**src/rtl/srtf_pkg.sv**
```systemverilog
// srtf_pkg: widths, constants and shared types of the SRTF scheduler.
// Used by srtf_cell and srtf_scheduler; depends on nothing else.
package srtf_pkg;

    localparam int SLOTS   = 16;
    localparam int SLOT_W  = (SLOTS > 1) ? $clog2(SLOTS) : 1;
    localparam int CNT_W   = $clog2(SLOTS + 1);
    localparam int LABEL_W = 8;
    localparam int VAL_W   = 16;
    localparam int TIME_W  = 21;
    localparam int NPROC_W = 5;
    localparam int ADDR_W  = 3;
    localparam int DATA_W  = 32;

    localparam logic [TIME_W-1:0]  TIME_MAX      = {TIME_W{1'b1}};
    localparam logic [NPROC_W-1:0] NPROC_RESET   = NPROC_W'(16);
    localparam logic [CNT_W-1:0]   SLOTS_CNT     = CNT_W'(SLOTS);
    localparam logic [ADDR_W-1:0]  ADDR_NUM_PROC = ADDR_W'(0);

    localparam logic CMD_LOAD = 1'b0;
    localparam logic CMD_TICK = 1'b1;

    // Best candidate so far, handed from cell to cell during a scan
    typedef struct packed {
        logic               found;
        logic [SLOT_W-1:0]  slot;
        logic [VAL_W-1:0]   rem;
        logic [LABEL_W-1:0] label;
        logic [VAL_W-1:0]   arrival;
        logic [VAL_W-1:0]   burst;
        logic [CNT_W-1:0]   undone;   // participating slots not yet done
    } cand_t;

    // Controls broadcast from the top level to every cell
    typedef struct packed {
        logic               wr_en;
        logic [SLOT_W-1:0]  wr_slot;
        logic [LABEL_W-1:0] wr_label;
        logic [VAL_W-1:0]   wr_arrival;
        logic [VAL_W-1:0]   wr_burst;
        logic               run_en;
        logic [SLOT_W-1:0]  run_slot;
        logic [TIME_W-1:0]  time_now;
        logic [CNT_W-1:0]   active_cnt;
    } cell_ctl_t;

endpackage

```
**src/rtl/srtf_cell.sv**
```systemverilog
// srtf_cell: one task slot of the scheduler chain plus its stage of the
// minimum-remaining-time scan. Depends on srtf_pkg.
module srtf_cell
    import srtf_pkg::*;
(
    input  logic              clk,
    input  logic              rst_n,
    input  logic [SLOT_W-1:0] my_idx,
    input  cell_ctl_t         ctl,
    input  cand_t             cand_in,
    output cand_t             cand_out
);

    logic [LABEL_W-1:0] label_reg;
    logic [VAL_W-1:0]   arrival_reg;
    logic [VAL_W-1:0]   burst_reg;
    logic [VAL_W-1:0]   rem_reg;
    logic               done_reg;
    cand_t              cand_reg;
    cand_t              cand_next;

    logic wr_hit;
    logic run_hit;
    logic participate;
    logic eligible;
    logic take;

    assign wr_hit  = ctl.wr_en && (ctl.wr_slot == my_idx);
    assign run_hit = ctl.run_en && (ctl.run_slot == my_idx);

    // Task payload, written by a load
    always_ff @(posedge clk)
    begin
        if (wr_hit)
        begin
            label_reg   <= ctl.wr_label;
            arrival_reg <= ctl.wr_arrival;
            burst_reg   <= ctl.wr_burst;
        end
    end

    // Remaining time and done mark
    always_ff @(posedge clk or negedge rst_n)
    begin
        if (!rst_n)
        begin
            rem_reg  <= '0;
            done_reg <= 1'b0;
        end
        else if (wr_hit)
        begin
            rem_reg  <= ctl.wr_burst;
            done_reg <= 1'b0;
        end
        else if (run_hit)
        begin
            rem_reg <= rem_reg - VAL_W'(1);
            if (rem_reg == VAL_W'(1))
            begin
                done_reg <= 1'b1;
            end
        end
    end

    // Scan stage: keep the incoming candidate unless this slot beats it
    assign participate = ({1'b0, my_idx} < ctl.active_cnt);
    assign eligible = participate && !done_reg && (rem_reg != '0) &&
                      ({{(TIME_W - VAL_W){1'b0}}, arrival_reg} <= ctl.time_now);
    assign take = eligible && (!cand_in.found || (rem_reg < cand_in.rem));

    always_comb
    begin
        cand_next = cand_in;
        if (take)
        begin
            cand_next.found   = 1'b1;
            cand_next.slot    = my_idx;
            cand_next.rem     = rem_reg;
            cand_next.label   = label_reg;
            cand_next.arrival = arrival_reg;
            cand_next.burst   = burst_reg;
        end
        cand_next.undone = cand_in.undone + CNT_W'(participate && !done_reg);
    end

    always_ff @(posedge clk)
    begin
        cand_reg <= cand_next;
    end

    assign cand_out = cand_reg;

endmodule

```
**src/rtl/srtf_scheduler.sv**
```systemverilog
// srtf_scheduler: top level of the SRTF scheduler: APB register, control
// sequencer, chain of srtf_cell slots and result register. Uses srtf_pkg.
//
//   channel   signals                                   direction
//   input     in_valid/in_ready, cmd slot task_label    in
//             arrival burst
//   output    out_valid/out_ready, ran ran_slot ...     out
//             time_after
//   config    psel penable pwrite paddr pwdata          in
//             prdata pready                             out
//
// Every transaction steps through ST_IDLE to accept it, ST_SCAN while the
// candidate ripples through the cell chain, and ST_FIN to update the winning
// slot and load the result register.
// A new transaction is taken while a result still waits in the output
// register; the sequencer holds in its final step while that register is full.
// Reset (rst_n, asynchronous) clears remaining times, done marks, time and
// sets num_processes to 16; task payloads are undefined until loaded.
module srtf_scheduler
    import srtf_pkg::*;
(
    input  logic                clk,
    input  logic                rst_n,
    // input channel
    input  logic                in_valid,
    output logic                in_ready,
    input  logic                cmd,
    input  logic [3:0]          slot,
    input  logic [7:0]          task_label,
    input  logic [15:0]         arrival,
    input  logic [15:0]         burst,
    // output channel
    output logic                out_valid,
    input  logic                out_ready,
    output logic                ran,
    output logic [3:0]          ran_slot,
    output logic [7:0]          ran_label,
    output logic                finished,
    output logic [20:0]         turnaround,
    output logic [20:0]         waiting,
    output logic                all_done,
    output logic [20:0]         time_after,
    // configuration port
    input  logic                psel,
    input  logic                penable,
    input  logic                pwrite,
    input  logic [ADDR_W-1:0]   paddr,
    input  logic [DATA_W-1:0]   pwdata,
    output logic [DATA_W-1:0]   prdata,
    output logic                pready
);

    typedef enum logic [2:0] {
        ST_IDLE = 3'b001,
        ST_SCAN = 3'b010,
        ST_FIN  = 3'b100
    } state_t;

    state_t              state_reg, state_next;
    logic [CNT_W-1:0]    cnt_reg, cnt_next;
    logic                cmd_reg;
    logic [NPROC_W-1:0]  nproc_reg;
    logic [TIME_W-1:0]   time_reg;
    logic [CNT_W-1:0]    active_cnt;

    logic                in_fire;
    logic                out_free;
    logic                fin_fire;
    logic                load_ok;

    cell_ctl_t           ctl;
    cand_t               chain [SLOTS+1];
    cand_t               win;

    logic [TIME_W-1:0]   time_inc;
    logic [TIME_W-1:0]   tat;
    logic [TIME_W-1:0]   burst_w;
    logic                fin_now;
    logic [CNT_W-1:0]    undone_after;

    // Result register
    logic                out_valid_reg;
    logic                ran_reg;
    logic [3:0]          ran_slot_reg;
    logic [7:0]          ran_label_reg;
    logic                finished_reg;
    logic [20:0]         turnaround_reg;
    logic [20:0]         waiting_reg;
    logic                all_done_reg;
    logic [20:0]         time_after_reg;

    // Configuration register
    always_ff @(posedge clk or negedge rst_n)
    begin
        if (!rst_n)
        begin
            nproc_reg <= NPROC_RESET;
        end
        else if (psel && penable && pwrite && (paddr == ADDR_NUM_PROC))
        begin
            nproc_reg <= pwdata[NPROC_W-1:0];
        end
    end

    assign pready = 1'b1;
    assign prdata = (paddr == ADDR_NUM_PROC) ? {{(DATA_W - NPROC_W){1'b0}}, nproc_reg} : '0;

    assign active_cnt = (int'(nproc_reg) > SLOTS) ? SLOTS_CNT : CNT_W'(nproc_reg);

    // Handshake
    assign in_ready = (state_reg == ST_IDLE);
    assign in_fire  = in_valid && in_ready;
    assign out_free = !out_valid_reg || out_ready;
    assign fin_fire = (state_reg == ST_FIN) && out_free;
    assign load_ok  = in_fire && (cmd == CMD_LOAD) &&
                      ({1'b0, slot} < 5'(SLOTS));

    // Sequencer
    always_comb
    begin
        state_next = state_reg;
        cnt_next   = cnt_reg;
        unique case (state_reg)
            ST_IDLE:
            begin
                if (in_fire)
                begin
                    state_next = ST_SCAN;
                    cnt_next   = '0;
                end
            end
            ST_SCAN:
            begin
                if (cnt_reg == CNT_W'(SLOTS - 1))
                begin
                    state_next = ST_FIN;
                end
                else
                begin
                    cnt_next = cnt_reg + CNT_W'(1);
                end
            end
            ST_FIN:
            begin
                if (out_free)
                begin
                    state_next = ST_IDLE;
                end
            end
            default:
            begin
                state_next = ST_IDLE;
            end
        endcase
    end

    always_ff @(posedge clk or negedge rst_n)
    begin
        if (!rst_n)
        begin
            state_reg <= ST_IDLE;
            cnt_reg   <= '0;
        end
        else
        begin
            state_reg <= state_next;
            cnt_reg   <= cnt_next;
        end
    end

    always_ff @(posedge clk)
    begin
        if (in_fire)
        begin
            cmd_reg <= cmd;
        end
    end

    // Broadcast controls to the cells
    assign win = chain[SLOTS];

    always_comb
    begin
        ctl.wr_en      = load_ok;
        ctl.wr_slot    = SLOT_W'(slot);
        ctl.wr_label   = task_label;
        ctl.wr_arrival = arrival;
        ctl.wr_burst   = burst;
        ctl.run_en     = fin_fire && (cmd_reg == CMD_TICK) && win.found;
        ctl.run_slot   = win.slot;
        ctl.time_now   = time_reg;
        ctl.active_cnt = active_cnt;
    end

    // Cell chain; the head sees an empty candidate
    assign chain[0] = '0;

    for (genvar i = 0; i < SLOTS; i++)
    begin : g_cell
        srtf_cell u_cell (
            .clk      (clk),
            .rst_n    (rst_n),
            .my_idx   (SLOT_W'(i)),
            .ctl      (ctl),
            .cand_in  (chain[i]),
            .cand_out (chain[i+1])
        );
    end

    // Time and completion arithmetic for the winning slot
    assign time_inc     = (time_reg == TIME_MAX) ? time_reg : time_reg + TIME_W'(1);
    assign fin_now      = win.found && (win.rem == VAL_W'(1));
    assign tat          = time_inc - {{(TIME_W - VAL_W){1'b0}}, win.arrival};
    assign burst_w      = {{(TIME_W - VAL_W){1'b0}}, win.burst};
    assign undone_after = win.undone - CNT_W'(fin_now && (cmd_reg == CMD_TICK));

    // Time counter
    always_ff @(posedge clk or negedge rst_n)
    begin
        if (!rst_n)
        begin
            time_reg <= '0;
        end
        else if (load_ok)
        begin
            time_reg <= '0;
        end
        else if (fin_fire && (cmd_reg == CMD_TICK))
        begin
            time_reg <= time_inc;
        end
    end

    // Result register: valid flag
    always_ff @(posedge clk or negedge rst_n)
    begin
        if (!rst_n)
        begin
            out_valid_reg <= 1'b0;
        end
        else if (fin_fire)
        begin
            out_valid_reg <= 1'b1;
        end
        else if (out_ready)
        begin
            out_valid_reg <= 1'b0;
        end
    end

    // Result register: payload
    always_ff @(posedge clk)
    begin
        if (fin_fire)
        begin
            all_done_reg <= (undone_after == '0);
            if (cmd_reg == CMD_TICK)
            begin
                ran_reg        <= win.found;
                ran_slot_reg   <= win.found ? 4'(win.slot) : 4'd0;
                ran_label_reg  <= win.found ? win.label : 8'd0;
                finished_reg   <= fin_now;
                turnaround_reg <= fin_now ? tat : '0;
                waiting_reg    <= (fin_now && (tat >= burst_w)) ? (tat - burst_w) : '0;
                time_after_reg <= time_inc;
            end
            else
            begin
                ran_reg        <= 1'b0;
                ran_slot_reg   <= 4'd0;
                ran_label_reg  <= 8'd0;
                finished_reg   <= 1'b0;
                turnaround_reg <= '0;
                waiting_reg    <= '0;
                time_after_reg <= time_reg;
            end
        end
    end

    assign out_valid  = out_valid_reg;
    assign ran        = ran_reg;
    assign ran_slot   = ran_slot_reg;
    assign ran_label  = ran_label_reg;
    assign finished   = finished_reg;
    assign turnaround = turnaround_reg;
    assign waiting    = waiting_reg;
    assign all_done   = all_done_reg;
    assign time_after = time_after_reg;

endmodule
```
**config.mk**
```make
export PLATFORM = sky130hd
export DESIGN_NAME = srtf_scheduler
export DESIGN_NICKNAME = d
export VERILOG_FILES = /design/src/rtl/srtf_pkg.sv /design/src/rtl/srtf_cell.sv /design/src/rtl/srtf_scheduler.sv
export SDC_FILE = /design/constraint.sdc
export NUM_CORES = 2
export LEC_CHECK = 0
export BUFFER_PORTS_ARGS = -buffer_cell sky130_fd_sc_hd__buf_4
export CAP_MARGIN = 15
export CORE_ASPECT_RATIO = 0.7
export CORE_UTILIZATION = 55
export CTS_CLUSTER_DIAMETER = 50
export CTS_CLUSTER_SIZE = 20
export DETAILED_ROUTE_END_ITERATION = 8
export PLACE_DENSITY_LB_ADDON = 0.08
export SYNTH_ARGS = -nofsm -noshare
export SYNTH_HDL_FRONTEND = slang
export SYNTH_SLANG_ARGS = --single-unit
```
**constraint.sdc**
```tcl
create_clock -name clk -period 6.85 [get_ports clk]
set_input_delay 0.685 -clock clk [delete_from_list [all_inputs] [get_ports clk]]
set_output_delay 0.685 -clock clk [all_outputs]
set_load 0.05 [all_outputs]
```
==> results.cfg <==
[detailed_routing]
drc_errors = 0
antenna_violating_nets_post_route = 0
routed-via-count = 52800
drt_iter0_markers = 5739
totalWireLength_um = 225000
drt-pass1-iter-count = 6
vias_per_cell = 5.87
routed_wire_length_per_instance_um = 25.1

[finish]
area.growth.synth_to_final_pct = 9.93
ff_latch_area_mm2 = 0.0499
most_common_cell_after_layout_fill_and_taps_aside = sky130_fd_sc_hd__dfxtp_1
multi_input_comb_area_mm2 = 0.0325
final_net_count = 7542
largest_register_ffs = 1031
highest_count_cells_in_the_layout_ignoring_fill_and_taps = sky130_fd_sc_hd__dfxtp_1, sky130_fd_sc_hd__mux2_2, sky130_fd_sc_hd__edfxtp_1, sky130_fd_sc_hd__ha_1, sky130_fd_sc_hd__nand2_1
number_of_cells_in_the_finished_layout_apart_from_fillers = 8998
drive_gt1_share_pct = 19.6
nFillCells = 12000

[setup_path]
crit_fanout = 21
path_class = reg2reg
r2r_start = time_reg[8]
worst-endpoint-arrival_ps = 7000
setup.worst_path.start_class = flip-flop
timing.reg2reg.worst_path_depth = 22
worstPathRequired_ps = 7390
worst_reg2reg_path_endpoint = waiting[3]
worst-r2r-setup-slack_ps = 400
worstSetupEndpointType = flip-flop

[run_status]
outcome = complete, no violations

[yosys]
fraction_of_synthesized_area_in_multiplexers_pct = 11.3
fraction_of_registers_with_async_set_or_reset_after_synthesis_pct = 14.9
post-synth-top-area-cell = sky130_fd_sc_hd__edfxtp_1
seq_area_frac_synth_pct = 58.9
yosys.area_share.adder_pct = 8.80
synth_edf_count = 719
avgSynthCellArea_um2 = 12.6
synth_warnings = 0
synthSimpleGateAreaFrac_pct = 8.57
synth_top_cell_area_share_pct = 25.5
combinational_family_with_the_most_area_after_synthesis = multiplexers
synth_flop_cell = sky130_fd_sc_hd__dfxtp_1
synthXorXnorAreaFrac_pct = 1.98
netlist-cell-type-count = 83
number_of_synthesized_register_bits = 2057
area_fraction_in_compound_gates_after_synthesis_pct = 7.49
ys_top_cells_by_area = sky130_fd_sc_hd__edfxtp_1, sky130_fd_sc_hd__dfxtp_1, sky130_fd_sc_hd__mux2_2
count_of_mapped_cells_out_of_synthesis = 6704
synth_area_mm2 = 0.0848

[clock_tree]
cts-buffers-inserted = 149
max-clock-path-buffers = 3
clock_sinks = 2057
htree_levels = 4
cts_root_buf = sky130_fd_sc_hd__clkbuf_16
clock_insertion_delay_worst_skew_ps = 810
tritoncts_clock_tree = yes
post-cts-setup-buffers = 0
clk_pin_slew_worst_paths_ps = 80

[timing]
worst_clock_skew_ps = 31.2
setup-violations-final = 0
max_freq_mhz = 155
period_needed_ps = 6450
timing_max_transition_violations_final = 0
max_slew_margin_pct = 19.4
fin_tns_setup_ps = 0
final_min_period_over_clock_period_pct = 94.2
hold_viol_final = 0
worstMarginPinSlew_ps = 1210
grt_setup_unrepaired = no

[floorplan]
die_h_um = 330
initial_core_util_pct = 55.4
placement_rows = 120
overall_die_area_mm2 = 0.156
ios = 200
placeableCoreArea_mm2 = 0.153
die_x_um = 471

[place]
number_of_port_buffers = 144
numPlacedInstances = 8720
routabilityCongestion = 0.883
dp_hpwl_um = 153000

[worst_hold_path]
hold_path_end = cmd_reg
worst_hold_startpoint = cmd
min_path_type = in2reg
number_of_instances_on_the_worst_hold_path = 1

[grt]
grt_first_pass_wirelength_um = 332000
antenna_violations_before_repair = 20
grt_pass1_vias = 50600
track_usage_pct = 28.8
grt_overflow = 0
grt_max_degree = 144

[power]
leakagePower_nw = 37.7
power-per-cell-area_mw_per_mm2 = 395
irDropWorstVdd_mv = 0.301

[flow_run]
timing.max_cap.violations = 0
==> stage by stage <==
stage | util, % | cell area, um2 | hold WS (ps) | setup WS [ps] | total power [W]
2_1_floorplan | - | 84900 | 386 | 838 | 0.0241
3_3_place_gp | 57.6 | 88100 | 390 | 444 | 0.0273
3_5_place_dp | 57.6 | 88100 | 391 | 308 | 0.0275
4_1_cts | 60.9 | 93100 | 22.3 | 266 | 0.0369
5_1_grt | 60.9 | 93200 | 48.9 | 97.9 | 0.0387
6_report | 60.9 | 93200 | 84.9 | 396 | 0.0368
==> cell families after synthesis <==
family	count (synthesis)
simple gates	1451
fa+ha+maj	595
other cells	2
xor+xnor	192
buf+inv	612
flops	2057
mux	848
compound gates	947
==> final cells by class <==
type	count	area share [%]
Multi-Input combinational cell	4061	34.9
Tap cell	2013	2.70
Clock inverter	74	0.956
Clock buffer	201	4.47
Antenna cell	1	0.00269
Sequential cell	2057	53.6
Timing Repair Buffer	226	1.90
Inverter	365	1.48
==> routing by layer <==
layer / wire length, um / GRT usage, % / part of all wire (%) / vias up
met5: 27 / 0 / 0.012 / -
met4: 4430 / 6.79 / 2.0 / 4
met3: 18300 / 4.91 / 8.1 / 250
met2: 92900 / 41.1 / 41 / 1883
met1: 110000 / 45.2 / 49 / 26200
li1: - / - / - / 24400
==> Yosys cell counts (8+ instances only) <==
master,n
sky130_fd_sc_hd__or3_1,37
sky130_fd_sc_hd__buf_1,39
sky130_fd_sc_hd__o211ai_1,98
sky130_fd_sc_hd__mux2_2,819
sky130_fd_sc_hd__nand4_1,84
sky130_fd_sc_hd__a32o_1,15
sky130_fd_sc_hd__a21boi_0,10
sky130_fd_sc_hd__o31ai_1,16
sky130_fd_sc_hd__ha_1,593
sky130_fd_sc_hd__or2_2,31
sky130_fd_sc_hd__and3_1,37
sky130_fd_sc_hd__nor2_1,240
sky130_fd_sc_hd__xor2_1,62
sky130_fd_sc_hd__o311ai_0,52
sky130_fd_sc_hd__a21oi_1,183
sky130_fd_sc_hd__or4_1,31
sky130_fd_sc_hd__o21ai_0,233
sky130_fd_sc_hd__xnor2_1,130
sky130_fd_sc_hd__nor4_1,55
sky130_fd_sc_hd__and4_1,12
sky130_fd_sc_hd__nand2b_1,84
sky130_fd_sc_hd__o21a_1,33
sky130_fd_sc_hd__dfxtp_1,1031
sky130_fd_sc_hd__a211oi_1,13
sky130_fd_sc_hd__edfxtp_1,719
sky130_fd_sc_hd__buf_4,29
sky130_fd_sc_hd__mux2i_1,19
sky130_fd_sc_hd__nand3_1,153
sky130_fd_sc_hd__nor3b_1,9
sky130_fd_sc_hd__clkbuf_1,164
sky130_fd_sc_hd__a21o_1,144
sky130_fd_sc_hd__dfrtp_1,305
sky130_fd_sc_hd__and2_1,93
sky130_fd_sc_hd__nor2b_1,63
sky130_fd_sc_hd__inv_1,361
sky130_fd_sc_hd__nor3_1,96
sky130_fd_sc_hd__a22oi_1,8
sky130_fd_sc_hd__nand2_1,410
sky130_fd_sc_hd__a31oi_1,26
sky130_fd_sc_hd__a211o_1,10
sky130_fd_sc_hd__a221o_1,35
==> timing repair <==
action / in CTS / in global routing
hold endpoints to repair: 42 / 0
hold buffers: 1 / 0
setup endpoints to repair: 0 / 21
resized for setup: 0 / 2
==> worst max-delay path, stage by stage, from the launching register on <==
cell                      delay [ps]
sky130_fd_sc_hd__dfrtp_1         490
sky130_fd_sc_hd__and3_1          280
sky130_fd_sc_hd__and4_1          340
sky130_fd_sc_hd__nand3_2         220
sky130_fd_sc_hd__and4_1          420
sky130_fd_sc_hd__and3_1          300
sky130_fd_sc_hd__buf_4           200
sky130_fd_sc_hd__nand3_1         110
sky130_fd_sc_hd__xnor2_1         450
sky130_fd_sc_hd__ha_1            400
sky130_fd_sc_hd__a21o_1          200
sky130_fd_sc_hd__o31a_1          290
sky130_fd_sc_hd__a21o_1          200
sky130_fd_sc_hd__a21oi_1         180
sky130_fd_sc_hd__xnor2_1         270
sky130_fd_sc_hd__ha_1            390
sky130_fd_sc_hd__a21o_1          210
sky130_fd_sc_hd__a21oi_1         190
sky130_fd_sc_hd__nand2_1          70
sky130_fd_sc_hd__or3_1           350
sky130_fd_sc_hd__o31ai_2         250
sky130_fd_sc_hd__buf_4           280
sky130_fd_sc_hd__nor3b_1          90
==> how the worst max path moves through the flow <==
stage	start	cells past startpoint	endpoint	slack, ps
floorplan	time_reg[8]	27	waiting[12]	840
global placement	time_reg[8]	22	waiting[3]	440
detailed placement	time_reg[8]	22	waiting[3]	310
CTS	time_reg[8]	22	waiting[3]	270
global route	time_reg[8]	22	waiting[3]	100
finish	time_reg[8]	22	waiting[3]	400
==> where the power goes <==
part	total (W)	internal, W	switching (W)
registers	0.0174	0.0157	0.00175
clock network	0.00930	0.00473	0.00457
logic	0.0101	0.00474	0.00538
No activity file was read; power rests on OpenSTA's default activity.
